[src/rtl/vrap_pkg.sv]
// Shared types, codes and widths of the video RAM access port.
// Used by vrap_core, vrap_out_skid and video_ram_access_port; no dependencies.
`timescale 1ns / 1ps

package vrap_pkg;

    localparam int PAGE_ADDR_BITS = 14;
    localparam int MAX_PAGES_DEF  = 8;
    localparam int PAGE_W         = 3;
    localparam int DATA_W         = 8;
    localparam int MODE_W         = 2;
    localparam int REG_IDX_W      = 6;
    localparam int CFG_W          = 4;

    localparam logic [CFG_W-1:0] PAGED_MODE_MIN  = 4'd4;
    localparam logic [CFG_W-1:0] SCREEN_MODE_RST = 4'd0;
    localparam logic [CFG_W-1:0] PAGE_COUNT_RST  = 4'd8;

    typedef enum logic [MODE_W-1:0] {
        MODE_READ  = 2'd0,
        MODE_WRITE = 2'd1,
        MODE_CTRL  = 2'd2,
        MODE_NONE  = 2'd3
    } t_mode;

    // Top two bits of the second control byte
    typedef enum logic [1:0] {
        CTL_READ_ADDR  = 2'b00,
        CTL_WRITE_ADDR = 2'b01,
        CTL_REG_WRITE  = 2'b10,
        CTL_IGNORE     = 2'b11
    } t_ctl_kind;

    typedef enum logic [0:0] {
        CFG_SCREEN_MODE = 1'b0,
        CFG_PAGE_COUNT  = 1'b1
    } t_cfg_index;

    typedef struct packed {
        logic [CFG_W-1:0] screen_mode;
        logic [CFG_W-1:0] page_count;
    } t_cfg;

    typedef struct packed {
        logic [DATA_W-1:0]    reg_value;
        logic [REG_IDX_W-1:0] reg_index;
        logic                 reg_write_valid;
        logic [DATA_W-1:0]    read_data;
    } t_result;

endpackage

[src/rtl/vrap_out_skid.sv]
// Two-entry output register and skid stage for result items.
// Depends on vrap_pkg.
`timescale 1ns / 1ps

module vrap_out_skid (
    input  logic              i_clk,
    input  logic              i_rst_n,
    input  logic              i_valid,
    output logic              o_ready,
    input  vrap_pkg::t_result i_data,
    output logic              o_valid,
    input  logic              i_ready,
    output vrap_pkg::t_result o_data
);

    logic              r_out_valid;
    logic              r_skid_valid;
    vrap_pkg::t_result r_out;
    vrap_pkg::t_result r_skid;
    logic              out_free;

    assign out_free = !r_out_valid || i_ready;
    assign o_ready  = !r_skid_valid;
    assign o_valid  = r_out_valid;
    assign o_data   = r_out;

    always_ff @(posedge i_clk) begin
        if (!i_rst_n) begin
            r_out_valid  <= 1'b0;
            r_skid_valid <= 1'b0;
        end else if (out_free) begin
            if (r_skid_valid) begin
                r_out_valid  <= 1'b1;
                r_skid_valid <= 1'b0;
            end else begin
                r_out_valid <= i_valid;
            end
        end else if (i_valid) begin
            r_skid_valid <= 1'b1;
        end
    end

    always_ff @(posedge i_clk) begin
        if (out_free) begin
            if (r_skid_valid) begin
                r_out <= r_skid;
            end else if (i_valid) begin
                r_out <= i_data;
            end
        end else if (i_valid && !r_skid_valid) begin
            r_skid <= i_data;
        end
    end

endmodule

[config.mk]
export PLATFORM = sky130hd
export DESIGN_NAME = vrap_out_skid
export DESIGN_NICKNAME = d
export VERILOG_FILES = /design/src/rtl/vrap_pkg.sv /design/src/rtl/vrap_out_skid.sv
export SDC_FILE = /design/constraint.sdc
export NUM_CORES = 1
export LEC_CHECK = 0
export BUFFER_PORTS_ARGS = -buffer_cell sky130_fd_sc_hd__buf_2
export CORE_MARGIN = 10
export CORE_UTILIZATION = 50
export DETAILED_ROUTE_END_ITERATION = 8
export PLACE_DENSITY = 0.78
export SYNTH_ARGS = -nofsm -noshare
export SYNTH_HDL_FRONTEND = slang
export SYNTH_SLANG_ARGS = --single-unit
[constraint.sdc]
create_clock -name i_clk -period 3.2 [get_ports i_clk]
set_input_delay 0.16 -clock i_clk [delete_from_list [all_inputs] [get_ports i_clk]]
set_output_delay 0.16 -clock i_clk [all_outputs]
set_load 0.02 [all_outputs]
==> impl_metrics.prom <==
# TYPE chip_impl_metric gauge
chip_impl_info{name="run_status",value="finished, final reports clean"} 1
chip_impl_metric{name="layout_worst_path_cycle_share",unit="%"} 53.39
chip_impl_info{name="regToRegEndpoint",value="o_data[19]$_DFFE_PP_"} 1
chip_impl_metric{name="total_number_of_h_tree_levels",unit=""} 2
chip_impl_metric{name="synthesis.area",unit="um2"} 1843
chip_impl_metric{name="largest_net_degree_at_the_start_of_global_routing",unit=""} 16
chip_impl_metric{name="dr.pass1.iters",unit=""} 4
chip_impl_metric{name="cts-root-to-sink-buffers",unit=""} 2
chip_impl_info{name="min-delay-path-class",value="in2reg"} 1
chip_impl_metric{name="ctsHoldBuffers",unit=""} 0
chip_impl_metric{name="first_iter_violations",unit=""} 81
chip_impl_metric{name="tightest_slew",unit="ns"} 0.5940
chip_impl_metric{name="floorplan_die_height",unit="um"} 80.71
chip_impl_metric{name="die-area",unit="um2"} 6514
chip_impl_metric{name="max_clock_freq",unit="GHz"} 0.5853
chip_impl_metric{name="critical_path.n_buffers_inverters",unit=""} 1
chip_impl_metric{name="worst_case_clock_skew",unit="ns"} 0.004360
chip_impl_metric{name="first_global_vias",unit=""} 970
chip_impl_metric{name="global_route.usage.total",unit="%"} 9.846
chip_impl_metric{name="gp_congestion",unit=""} 0.6747
chip_impl_metric{name="wire_per_inst",unit="um"} 16.66
chip_impl_metric{name="ant_nets",unit=""} 0
chip_impl_info{name="setup.worst_path.class",value="reg2reg"} 1
chip_impl_metric{name="rows",unit=""} 21
chip_impl_info{name="worst_r2r_src",value="r_skid_valid$_SDFFE_PP0P_"} 1
chip_impl_info{name="worst_min_path_start",value="i_data[8]"} 1
chip_impl_metric{name="drcViolationCount",unit=""} 0
chip_impl_metric{name="num_io_pins",unit=""} 52
chip_impl_metric{name="timing.max_slew.rel_slack",unit="%"} 60.34
chip_impl_metric{name="instances_no_fill",unit=""} 187
chip_impl_metric{name="start_util",unit="%"} 53.54
chip_impl_metric{name="core_area",unit="um2"} 3442
chip_impl_metric{name="cts_made_buffers",unit=""} 5
chip_impl_metric{name="diodes",unit=""} 0
chip_impl_metric{name="setup_tns",unit="ns"} 0
chip_impl_metric{name="synth-seq-cells",unit=""} 48
chip_impl_metric{name="ys_types",unit=""} 13
chip_impl_info{name="cp_cell_sequence",value="buf_4 > mux2_2"} 1
chip_impl_info{name="critPathCaptureType",value="flip-flop"} 1
chip_impl_metric{name="cellPowerDensity",unit="nW/um2"} 526.0
chip_impl_metric{name="clock-sinks",unit=""} 48
chip_impl_metric{name="finalNetCount",unit=""} 167
chip_impl_metric{name="vias_per_cell",unit=""} 4.786
chip_impl_metric{name="antenna_found_initial",unit=""} 0
chip_impl_metric{name="wl",unit="um"} 3115
chip_impl_metric{name="crit_required",unit="ns"} 3.25
chip_impl_metric{name="worst_setup_hold_path_clk_slew",unit="ns"} 0.08
chip_impl_metric{name="final_setup_violation_count",unit=""} 0
chip_impl_metric{name="placedCellCount",unit=""} 179
chip_impl_metric{name="seq_area_frac_synth",unit="%"} 77.12
chip_impl_info{name="critical_path.top_delay_family",value="flip-flops"} 1
chip_impl_metric{name="detailed_place_hpwl",unit="um"} 2479
chip_impl_metric{name="syn-mean-instance-area",unit="um2"} 22.75
chip_impl_metric{name="total_number_of_vias",unit=""} 895
chip_impl_metric{name="share_of_cells_above_drive_strength_1",unit="%"} 60.99
chip_impl_info{name="tritoncts",value="done"} 1
chip_impl_metric{name="hold_violations",unit=""} 0
chip_impl_info{name="worstHoldEndpoint",value="r_skid[8]$_DFFE_PP_"} 1
chip_impl_metric{name="cellLeakagePower",unit="uW"} 0.0008630
chip_impl_metric{name="report.final.slew_viol_count",unit=""} 0
chip_impl_info{name="clock_tree.root_cell",value="clkbuf_8"} 1
chip_impl_metric{name="area_growth_from_synthesis_to_layout",unit="%"} 21.11
chip_impl_metric{name="min_path_cells",unit=""} 1
chip_impl_metric{name="critical_path_at",unit="ns"} 1.75
chip_impl_info{name="worstSetupStartpointType",value="flip-flop"} 1
chip_impl_metric{name="synthesis.nets",unit=""} 108
chip_impl_metric{name="post_cts_resized",unit=""} 0
chip_impl_metric{name="ys_warn_count",unit=""} 0
chip_impl_metric{name="worstSkewPairLatency",unit="ns"} 0.29
chip_impl_info{name="rsz_0062_raised_after_global_routing",value="no"} 1
chip_impl_metric{name="grt_first_pass_wirelength",unit="um"} 4864
chip_impl_metric{name="final.fill_count",unit=""} 247
chip_impl_metric{name="timing.max_cap.violations",unit=""} 0
chip_impl_metric{name="reg2reg_slack",unit="ns"} 1.49
chip_impl_metric{name="cpPeakStageDelay",unit="ns"} 0.70
chip_impl_metric{name="place.port_buffers",unit=""} 51
chip_impl_metric{name="worstPathMaxFanout",unit=""} 15
chip_impl_metric{name="netlist_instances",unit=""} 81
chip_impl_metric{name="overflow",unit=""} 0
chip_impl_info{name="cp_slowest_cell",value="dfxtp_1"} 1
chip_impl_metric{name="ir_drop",unit="mV"} 0.3088
chip_impl_metric{name="post-route-min-period",unit="ns"} 1.708
chip_impl_metric{name="die_wd",unit="um"} 80.71
chip_impl_metric{name="worst-r2r-cell-count",unit=""} 2
chip_impl_metric{name="postCtsSetupRepairBufs",unit=""} 0
placed cells by master, fill, tap and decap left out, drive strengths merged, types with 2 or more instances in the layout:
master	n
clkbuf	8
mux2	23
dfxtp	2
nor3b	2
edfxtp	46
buf	55
report_power, final:
| group | leakage, uW | internal [uW] | total (uW) | switching [uW] |
|---|---|---|---|---|
| sequential | 0.000449 | 722 | 730 | 8.80 |
| combinational | 0.000375 | 52.9 | 115 | 62.5 |
| clock | 0.0000395 | 155 | 328 | 173 |
| total | 0.000863 | 930 | 1170 | 244 |
state kept, by name, indices dropped and copies added, names as in the netlist:
signal / count
r_skid_valid: 1
r_skid: 23
o_data: 23
o_valid: 1
worst max-delay path by stage:
stage                                          from                    to  slack (ns)  depth (start not counted)
after detailed placement  r_skid_valid$_SDFFE_PP0P_  o_data[19]$_DFFE_PP_        1.47                          2
final                     r_skid_valid$_SDFFE_PP0P_  o_data[19]$_DFFE_PP_        1.49                          2
after global placement    r_skid_valid$_SDFFE_PP0P_  o_data[19]$_DFFE_PP_        1.56                          2
after floorplan                o_valid$_SDFFE_PN0P_   r_skid[0]$_DFFE_PP_        0.41                          2
after CTS                 r_skid_valid$_SDFFE_PP0P_  o_data[19]$_DFFE_PP_        1.47                          2
after global routing      r_skid_valid$_SDFFE_PP0P_   o_data[1]$_DFFE_PP_        1.42                          2
metal layers:
metal  global-route usage, %  vias to the layer above  part of all wire [%]
met5                       0                        -                     0
met3                   6.236                        4                    11
met4                   3.114                        0                  0.77
li1                        -                      433                     -
met2                   14.65                       41                    46
met1                   11.46                      417                    42
cell usage after synthesis, drive strengths merged:
cell type,number,area (um2)
dfxtp,2,40.04
a21boi,1,7.510
nor2,1,6.260
mux2,23,319.1
nand2b,1,6.260
o21a,1,7.510
inv,1,3.750
buf,3,51.30
nor3b,2,20.02
edfxtp,46,1381
final cells by class:
| class | count | area [um2] | share of cell area (%) |
|---|---|---|---|
| clock buffers | 8 | 80.08 | 3.587 |
| inverters | 1 | 3.754 | 0.1682 |
| multi-input cells | 29 | 371.6 | 16.65 |
| flip-flops and latches | 48 | 1421 | 63.68 |
| well taps | 46 | 57.56 | 2.578 |
| repair buffers | 55 | 297.8 | 13.34 |
cells by family (layout without fill, tap and decap cells):
logic type / count (synthesis) / count (layout) / synth area share (%)
AO/OA/AOI/OAI: 2 / 2 / 0.8150
buffers and inverters: 4 / 64 / 2.987
flip-flops: 48 / 48 / 77.12
multiplexers: 23 / 23 / 17.31
AND/OR/NAND/NOR: 4 / 4 / 1.766
metrics by stage:
step	cell area, um2	hold slack (ns)	utilization (%)	total power [uW]	setup WS, ns
6_report	2232	0.05835	64.85	1174	1.492
5_1_grt	2232	0.04030	64.85	1228	1.418
4_1_cts	2232	0.05131	64.85	1187	1.474
3_5_place_dp	2152	0.3576	62.52	863.1	1.472
3_3_place_gp	2152	0.3545	62.52	859.4	1.564
2_1_floorplan	1843	0.2589	-	811.8	0.4110
(Power assumes the default switching activity.)
